$ cat src/swe_pkg.sv
// Shared constants for the stack with edit operations: sizes, action codes,
// status codes and the packed stream widths.
// No dependencies.
package swe_pkg;

  localparam int DEPTH   = 16;
  localparam int IDX_W   = $clog2(DEPTH);
  localparam int CNT_W   = 5;
  localparam int CAP_W   = 5;
  localparam int WORD_W  = 32;
  localparam int ACT_W   = 3;
  localparam int STAT_W  = 2;

  localparam int OUT_BITS = STAT_W + CNT_W + WORD_W + 3;
  localparam int OUT_W    = ((OUT_BITS + 7) / 8) * 8;

  localparam logic [CAP_W-1:0] CAP_RESET = CAP_W'(16);

  localparam logic [ACT_W-1:0] ACT_PUSH    = 3'd0;
  localparam logic [ACT_W-1:0] ACT_POP     = 3'd1;
  localparam logic [ACT_W-1:0] ACT_CLEAR   = 3'd2;
  localparam logic [ACT_W-1:0] ACT_DUP     = 3'd3;
  localparam logic [ACT_W-1:0] ACT_SWAP    = 3'd4;
  localparam logic [ACT_W-1:0] ACT_REMOVE  = 3'd5;
  localparam logic [ACT_W-1:0] ACT_REVERSE = 3'd6;
  localparam logic [ACT_W-1:0] ACT_PALIN   = 3'd7;

  localparam logic [STAT_W-1:0] STAT_DONE  = 2'd0;
  localparam logic [STAT_W-1:0] STAT_FULL  = 2'd1;
  localparam logic [STAT_W-1:0] STAT_FEW   = 2'd2;

endpackage

$ cat src/stack_with_edit_operations.sv
// Top level of the stack with edit operations: control sequencer and the
// entry memory (one write port, two registered read ports).
// Depends on swe_pkg.
//
// Bounded LIFO stack of signed 32-bit words held in a 16-entry memory with one
// write port and two registered read ports. Each request on the slave
// stream names an action in tuser (push, pop, clear, duplicate, swap,
// remove value, reverse, palindrome query) with the word in tdata, and gets
// exactly one result on the master stream with status, count, top word,
// full, empty and palindrome flags. One request is worked at a time: a
// request runs its edit walk, then the top read and the palindrome walk,
// where duplicate reads the top word and writes its copy above it, swap and
// reverse read and then write each pair, remove reads every entry once, and
// the palindrome check compares pairs from both ends (n/2 pairs at most,
// ending at the first mismatch); the longest is a reverse followed by a full
// palindrome walk. A request that finishes while the previous result is
// still held on the master side waits until that result is taken.
// The walks are shaped by the single write port of the entry memory and
// the pairwise reads. A new request is taken while the previous result
// still waits on the master side. The capacity register is written
// through cfg_we/cfg_data; 0 acts as 1 and values above 16 act as 16.
module stack_with_edit_operations
  import swe_pkg::*;
(
  input  logic                clk,
  input  logic                rst,
  input  logic                cfg_we,
  input  logic [CAP_W-1:0]    cfg_data,   // capacity
  input  logic                s_tvalid,
  output logic                s_tready,
  input  logic [WORD_W-1:0]   s_tdata,    // [31:0] value
  input  logic [ACT_W-1:0]    s_tuser,    // [2:0] action
  output logic                m_tvalid,
  input  logic                m_tready,
  output logic [OUT_W-1:0]    m_tdata     // [1:0] status, [6:2] count,
                                          // [38:7] top_value, [39] is_full,
                                          // [40] is_empty, [41] palindrome
);

  localparam logic [3:0] ST_IDLE    = 4'd0;
  localparam logic [3:0] ST_DUP_RD  = 4'd1;
  localparam logic [3:0] ST_DUP_W   = 4'd2;
  localparam logic [3:0] ST_RV_RD   = 4'd3;
  localparam logic [3:0] ST_RV_W1   = 4'd4;
  localparam logic [3:0] ST_RV_W2   = 4'd5;
  localparam logic [3:0] ST_RM      = 4'd6;
  localparam logic [3:0] ST_TOP_RD  = 4'd7;
  localparam logic [3:0] ST_TOP_CAP = 4'd8;
  localparam logic [3:0] ST_PAL_RD  = 4'd9;
  localparam logic [3:0] ST_PAL_CMP = 4'd10;
  localparam logic [3:0] ST_OUT     = 4'd11;

  logic [WORD_W-1:0] mem [DEPTH];

  logic [3:0]        state;
  logic [CAP_W-1:0]  capacity;
  logic [CNT_W-1:0]  cnt;
  logic [STAT_W-1:0] stat;
  logic [WORD_W-1:0] val;
  logic [WORD_W-1:0] top;
  logic              pal;
  logic [IDX_W-1:0]  lo;
  logic [IDX_W-1:0]  hi;
  logic [WORD_W-1:0] lo_data;
  logic [CNT_W-1:0]  ptr;
  logic [CNT_W-1:0]  wr_ptr;
  logic              rm_v;
  logic [WORD_W-1:0] rd_a;
  logic [WORD_W-1:0] rd_b;

  logic [CNT_W-1:0]  eff_cap;
  logic              full;
  logic              accept;
  logic [IDX_W-1:0]  ra;
  logic              we;
  logic [IDX_W-1:0]  wa;
  logic [WORD_W-1:0] wd;
  logic [CNT_W-1:0]  cnt_m1;
  logic [CNT_W-1:0]  cnt_m2;
  logic              pair_more;

  assign s_tready  = (state == ST_IDLE);
  assign accept    = s_tvalid && s_tready;
  assign cnt_m1    = cnt - CNT_W'(1);
  assign cnt_m2    = cnt - CNT_W'(2);
  assign pair_more = (lo + IDX_W'(1)) < (hi - IDX_W'(1));

  always_comb begin
    if (capacity == '0) begin
      eff_cap = CNT_W'(1);
    end else if (capacity > CAP_W'(DEPTH)) begin
      eff_cap = CNT_W'(DEPTH);
    end else begin
      eff_cap = capacity;
    end
  end

  assign full = cnt >= eff_cap;

  always_comb begin
    case (state)
      ST_DUP_RD, ST_TOP_RD: ra = cnt_m1[IDX_W-1:0];
      ST_RM:                ra = ptr[IDX_W-1:0];
      default:              ra = lo;
    endcase
  end

  always_comb begin
    we = 1'b0;
    wa = cnt[IDX_W-1:0];
    wd = rd_a;
    case (state)
      ST_IDLE: begin
        we = accept && (s_tuser == ACT_PUSH) && !full;
        wd = s_tdata;
      end
      ST_DUP_W: begin
        we = 1'b1;
      end
      ST_RV_W1: begin
        we = 1'b1;
        wa = lo;
        wd = rd_b;
      end
      ST_RV_W2: begin
        we = 1'b1;
        wa = hi;
        wd = lo_data;
      end
      ST_RM: begin
        we = rm_v && (rd_a != val);
        wa = wr_ptr[IDX_W-1:0];
      end
      default: begin
        we = 1'b0;
      end
    endcase
  end

  always_ff @(posedge clk) begin
    if (we) begin
      mem[wa] <= wd;
    end
    rd_a <= mem[ra];
    rd_b <= mem[hi];
  end

  always_ff @(posedge clk) begin
    if (rst) begin
      capacity <= CAP_RESET;
    end else if (cfg_we) begin
      capacity <= cfg_data;
    end
  end

  always_ff @(posedge clk) begin
    if (rst) begin
      state    <= ST_IDLE;
      cnt      <= '0;
      m_tvalid <= 1'b0;
    end else begin
      if (m_tvalid && m_tready && (state != ST_OUT)) begin
        m_tvalid <= 1'b0;
      end
      case (state)
        ST_IDLE: begin
          if (accept) begin
            val <= s_tdata;
            case (s_tuser)
              ACT_PUSH: begin
                state <= ST_TOP_RD;
                if (full) begin
                  stat <= STAT_FULL;
                end else begin
                  stat <= STAT_DONE;
                  cnt  <= cnt + CNT_W'(1);
                end
              end
              ACT_POP: begin
                state <= ST_TOP_RD;
                if (cnt == '0) begin
                  stat <= STAT_FEW;
                end else begin
                  stat <= STAT_DONE;
                  cnt  <= cnt_m1;
                end
              end
              ACT_CLEAR: begin
                stat  <= STAT_DONE;
                cnt   <= '0;
                state <= ST_TOP_RD;
              end
              ACT_DUP: begin
                if (cnt == '0) begin
                  stat  <= STAT_FEW;
                  state <= ST_TOP_RD;
                end else if (full) begin
                  stat  <= STAT_FULL;
                  state <= ST_TOP_RD;
                end else begin
                  stat  <= STAT_DONE;
                  state <= ST_DUP_RD;
                end
              end
              ACT_SWAP: begin
                if (cnt < CNT_W'(2)) begin
                  stat  <= STAT_FEW;
                  state <= ST_TOP_RD;
                end else begin
                  stat  <= STAT_DONE;
                  lo    <= cnt_m2[IDX_W-1:0];
                  hi    <= cnt_m1[IDX_W-1:0];
                  state <= ST_RV_RD;
                end
              end
              ACT_REMOVE: begin
                stat   <= STAT_DONE;
                ptr    <= '0;
                wr_ptr <= '0;
                rm_v   <= 1'b0;
                state  <= ST_RM;
              end
              ACT_REVERSE: begin
                stat <= STAT_DONE;
                if (cnt >= CNT_W'(2)) begin
                  lo    <= '0;
                  hi    <= cnt_m1[IDX_W-1:0];
                  state <= ST_RV_RD;
                end else begin
                  state <= ST_TOP_RD;
                end
              end
              default: begin
                stat  <= STAT_DONE;
                state <= ST_TOP_RD;
              end
            endcase
          end
        end
        ST_DUP_RD: begin
          state <= ST_DUP_W;
        end
        ST_DUP_W: begin
          cnt   <= cnt + CNT_W'(1);
          state <= ST_TOP_RD;
        end
        ST_RV_RD: begin
          state <= ST_RV_W1;
        end
        ST_RV_W1: begin
          lo_data <= rd_a;
          state   <= ST_RV_W2;
        end
        ST_RV_W2: begin
          lo <= lo + IDX_W'(1);
          hi <= hi - IDX_W'(1);
          state <= pair_more ? ST_RV_RD : ST_TOP_RD;
        end
        ST_RM: begin
          if (ptr < cnt) begin
            ptr <= ptr + CNT_W'(1);
          end
          rm_v <= ptr < cnt;
          if (rm_v && (rd_a != val)) begin
            wr_ptr <= wr_ptr + CNT_W'(1);
          end
          if (!(ptr < cnt) && !rm_v) begin
            cnt   <= wr_ptr;
            state <= ST_TOP_RD;
          end
        end
        ST_TOP_RD: begin
          state <= ST_TOP_CAP;
        end
        ST_TOP_CAP: begin
          top <= (cnt != '0) ? rd_a : '0;
          pal <= 1'b1;
          lo  <= '0;
          hi  <= cnt_m1[IDX_W-1:0];
          state <= (cnt >= CNT_W'(2)) ? ST_PAL_RD : ST_OUT;
        end
        ST_PAL_RD: begin
          state <= ST_PAL_CMP;
        end
        ST_PAL_CMP: begin
          if (rd_a != rd_b) begin
            pal   <= 1'b0;
            state <= ST_OUT;
          end else if (pair_more) begin
            lo    <= lo + IDX_W'(1);
            hi    <= hi - IDX_W'(1);
            state <= ST_PAL_RD;
          end else begin
            state <= ST_OUT;
          end
        end
        ST_OUT: begin
          if (!m_tvalid || m_tready) begin
            m_tdata  <= OUT_W'({pal, (cnt == '0), full, top, cnt, stat});
            m_tvalid <= 1'b1;
            state    <= ST_IDLE;
          end
        end
        default: begin
          state <= ST_IDLE;
        end
      endcase
    end
  end

endmodule
$ cat config.mk
export PLATFORM = sky130hd
export DESIGN_NAME = stack_with_edit_operations
export DESIGN_NICKNAME = d
export VERILOG_FILES = /design/src/swe_pkg.sv /design/src/stack_with_edit_operations.sv
export SDC_FILE = /design/constraint.sdc
export NUM_CORES = 1
export LEC_CHECK = 0
export BUFFER_PORTS_ARGS = -buffer_cell sky130_fd_sc_hd__buf_2
export CELL_PAD_IN_SITES_DETAIL_PLACEMENT = 1
export CELL_PAD_IN_SITES_GLOBAL_PLACEMENT = 2
export CORE_MARGIN = 3
export CORE_UTILIZATION = 42
export CTS_BUF_LIST = sky130_fd_sc_hd__clkbuf_8
export DETAILED_ROUTE_END_ITERATION = 7
export PLACE_DENSITY_LB_ADDON = 0.1
export SLEW_MARGIN = 20
export SYNTH_ARGS = -nofsm -noshare
export SYNTH_HDL_FRONTEND = slang
export SYNTH_SLANG_ARGS = --single-unit
$ cat constraint.sdc
create_clock -name clk -period 7.1 [get_ports clk]
set_input_delay 0.71 -clock clk [delete_from_list [all_inputs] [get_ports clk]]
set_output_delay 0.71 -clock clk [all_outputs]
set_load 0.01 [all_outputs]
==> results.txt <==
----------------------------------------------------
[Run status]
  Status ... finished with violations
  Violations in the final reports ... DRC

[Run]
  Max cap viols ... 0

[Route]
  Total routed wirelength ... 114 mm
  Number of routed nets with antenna violations ... 0
  Top metal layer carrying routed signals ... met5
  Wire length per cell ... 32.2 um
  Vias after detailed routing ... 22200
  DR WL met2 ... 52.2 mm
  Met3 WL ... 9.43 mm
  DRT Pass-1 Iters ... 8
  DRC violation count after routing ... 4
  M1 wire length ... 48.9 mm
  Initial DRC Count ... 2421
  Ratio of routed vias to standard cells ... 6.26

[Global route]
  Pin count of the biggest net entering global routing ... 161
  Overall overflow remaining after global route ... 0
  Initial antenna violation count ... 5
  Wire length of the first global-routing pass ... 165 mm
  GR Util All Layers ... 27.6%
  Number of global-route vias before repair ... 23200

[Critical path]
  Data required time at the worst endpoint ... 7490 ps
  Arrival time reported for the critical path endpoint ... 4990 ps
  Destination of the worst register-to-register timing path ... mem[10][28]
  Type of the setup path with the least slack ... register to register
  Cell count of the worst reg-to-reg path ... 10
  Biggest fanout along the worst timing path ... 23
  Sort of element at the start of the critical path ... register
  Nature of the critical path endpoint ... register
  Launching point of the worst reg2reg path ... cnt[0]
  Worst-case register-to-register setup slack ... 2500 ps

[Clock tree]
  Clock Tree Buf Depth ... 3
  Clock tree from TritonCTS ... built
  Total clock buffers created by CTS ... 131
  Clock sink total ... 751
  Clk Latency, worst-skew pair ... 800 ps
  Clock-pin slew reported for the worst setup and hold paths after clock tree synthesis ... 60 ps
  Htree depth ... 4
  PostCTS Resize Cnt ... 0
  Root cell of the clock tree ... clkbuf_8
  Hold bufs inserted after CTS ... 0
  Post-CTS Setup Inserts ... 0

[Logic synthesis]
  Combined area of all synthesized cells ... 33700 sq um
  Largest area contributor in the synthesized netlist ... edfxtp_1
  Synth async-reset ratio ... 0%
  Post-synth cell types ... 71
  Register area share after synthesis ... 64.5%
  Post-synthesis register bit count ... 751
  Synthesized instance count ... 2278
  Most frequent cell after synthesis ... edfxtp_1
  Top flip-flop cell by instance count after synthesis ... edfxtp_1
  Number of synthesized flops with an enable pin ... 672
  Commonest cells in the netlist ... 672 x edfxtp_1, 323 x nand2_1, 160 x mux4_2
  Number of synthesis warnings ... 0
  Fraction of post-synthesis cell area in the top cell type by area ... 59.8%
  Avg Inst Size Synth ... 14.8 sq um
  Synth top area cells ... edfxtp_1 60%, mux4_2 11%, dfxtp_1 4.7%, nand2_1 3.6%, a222oi_1 1.9%

[Timing]
  Final worst clock skew ... 49.2 ps
  Post-route clock period utilization ... 64.8%
  Unrepaired setup endpoints after global routing ... false
  Max-slew violation total from the final report ... 0
  Upper clock frequency limit ... 0.217 GHz
  Accumulated negative setup slack ... 0 ps
  Final period demand of the worst path ... 4600 ps
  Final hold viol count ... 0
  Final setup vio count ... 0
  Pin slew with the least headroom to its limit ... 1130 ps
  Headroom to the max-slew limit ... 24.4%

[Hold path]
  Number of cells on the worst hold path ... 1
  Destination of the worst hold path ... val[30]
  Type of the worst min-delay path ... primary input to register
  Worst hold path startpoint ... s_tdata[30]

[Finish]
  Area delta synth->final ... 12.7%
  Share of cells above drive strength 1 ... 22.7%
  Net count, final ... 2456

[Place]
  Routability congestion estimate from global placement ... 0.837
  Final HPWL DP ... 68.0 mm
  Port Buffers ... 88

[Floorplan]
  Die Wd ... 289 um
  Starting Density ... 42.5%
  Die Height ... 289 um
  Area of the die ... 83700 sq um
  Placeable core region ... 79300 sq um
  Standard-cell rows ... 103
  I/O pin cnt ... 95

[Pwr]
  Power density of the placed cells ... 492 nW/um^2
  Leakage ... 12.8 nW
  Worst IR Drop VDD ... 0.511 mV
  Power consumption ... 18.7 mW

----------------------------------------------------
worst max-delay path, stage by stage, from the launching register on:
cell and delay [ps]:
dfxtp_1 600, inv_1 310, ha_1 360, nand2b_1 140, a21o_1 170, a21oi_1 140
o21ai_1 190, o21ai_0 760, a31oi_4 400, nor4_2 500, buf_4 590
state kept, by name, summed over array words and instances (netlist names), 5 cells and up:
name,cells
lo_data,32
wr_ptr,5
cnt,5
ptr,5
rd_a,32
top,32
m_tdata,42
rd_b,32
mem,512
val,32
capacity,5
logic make-up (layout without fill, tap and decap cells):
logic type,count (synthesis),in the layout,synth area share [%]
AOI/OAI and AO/OA,406,406,9.56
DFF,751,751,64.5
other,1,8,0.0111
adders and majority gates,22,22,0.816
xor gates and xnor gates,83,83,2.20
buffers and inverters,194,408,2.58
and+or+nand+nor,619,619,8.36
muxes,202,202,11.9
routing by layer:
metal	up-vias	global-route usage, %
met5	-	0
met4	2	9.82
met3	209	5.92
met2	950	42.4
met1	11700	38.8
li1	9331	-
worst max path at each step:
stage                      start           to  slack (ps)  depth (start not counted)
after floorplan           cnt[0]    mem[3][0]        1410                         11
after global placement    cnt[0]  mem[10][18]        2410                         10
after detailed placement  cnt[0]  mem[10][19]        2390                         10
after CTS                 cnt[0]   mem[10][4]        2290                         10
after global routing      cnt[0]  mem[10][28]        2160                         10
final                     cnt[0]  mem[10][28]        2500                         10
where the power goes:
| part | leakage, nW | internal (mW) | total (mW) | switching, mW |
|---|---|---|---|---|
| sequential | 6.78 | 6.50 | 7.08 | 0.579 |
| combinational | 4.58 | 2.19 | 7.77 | 5.58 |
| clock | 1.48 | 2.02 | 3.86 | 1.84 |
| total | 12.8 | 10.7 | 18.7 | 8.00 |
per-stage QoR:
| step | cell area (sq um) | hold WS, ps | utilization (%) | worst slack, ps | std cells |
|---|---|---|---|---|---|
| after global placement | 35400 | 403 | 44.7 | 2410 | 3303 |
| after global routing | 38000 | 70.2 | 48.0 | 2160 | 3548 |
| after floorplan | 33700 | 400 | - | 1410 | 2283 |
| after CTS | 38000 | 55.6 | 47.9 | 2290 | 3547 |
| final | 38000 | 125 | 48.0 | 2500 | 3549 |
| after detailed placement | 35500 | 406 | 44.8 | 2390 | 3306 |
cells in the final DEF, fill, tap and decap left out, types with 15 or more instances in the layout:
cell type,synthesis,final
ha_1,22,22
nor4_2,0,16
clkinv_2,0,25
nor2b_1,34,34
xnor2_1,44,44
o21ai_0,15,15
inv_1,19,65
buf_4,12,51
a21oi_1,115,115
buf_2,60,88
nand2_1,323,322
dfxtp_1,79,79
o211ai_1,35,35
nor3_1,24,20
mux2i_1,40,40
mux4_2,160,160
o2bb2ai_1,31,31
a22oi_1,31,31
a222oi_1,63,63
a32oi_1,31,31
a221oi_2,30,30
edfxtp_1,672,672
nand3_1,119,119
xor2_1,37,37
nor2_1,41,35
clkbuf_8,0,143
area by class of cell:
cell class	instances	area (sq um)
Antenna cell	2	5.00
Clock buffer	143	1970
Clock inverter	98	556
Fill cell	7801	41200
Inverter	20	75.1
Multi-Input combinational cell	1338	11400
Sequential cell	751	21800
Tap cell	1050	1310
Timing Repair Buffer	147	973
(Power assumes the default switching activity.)
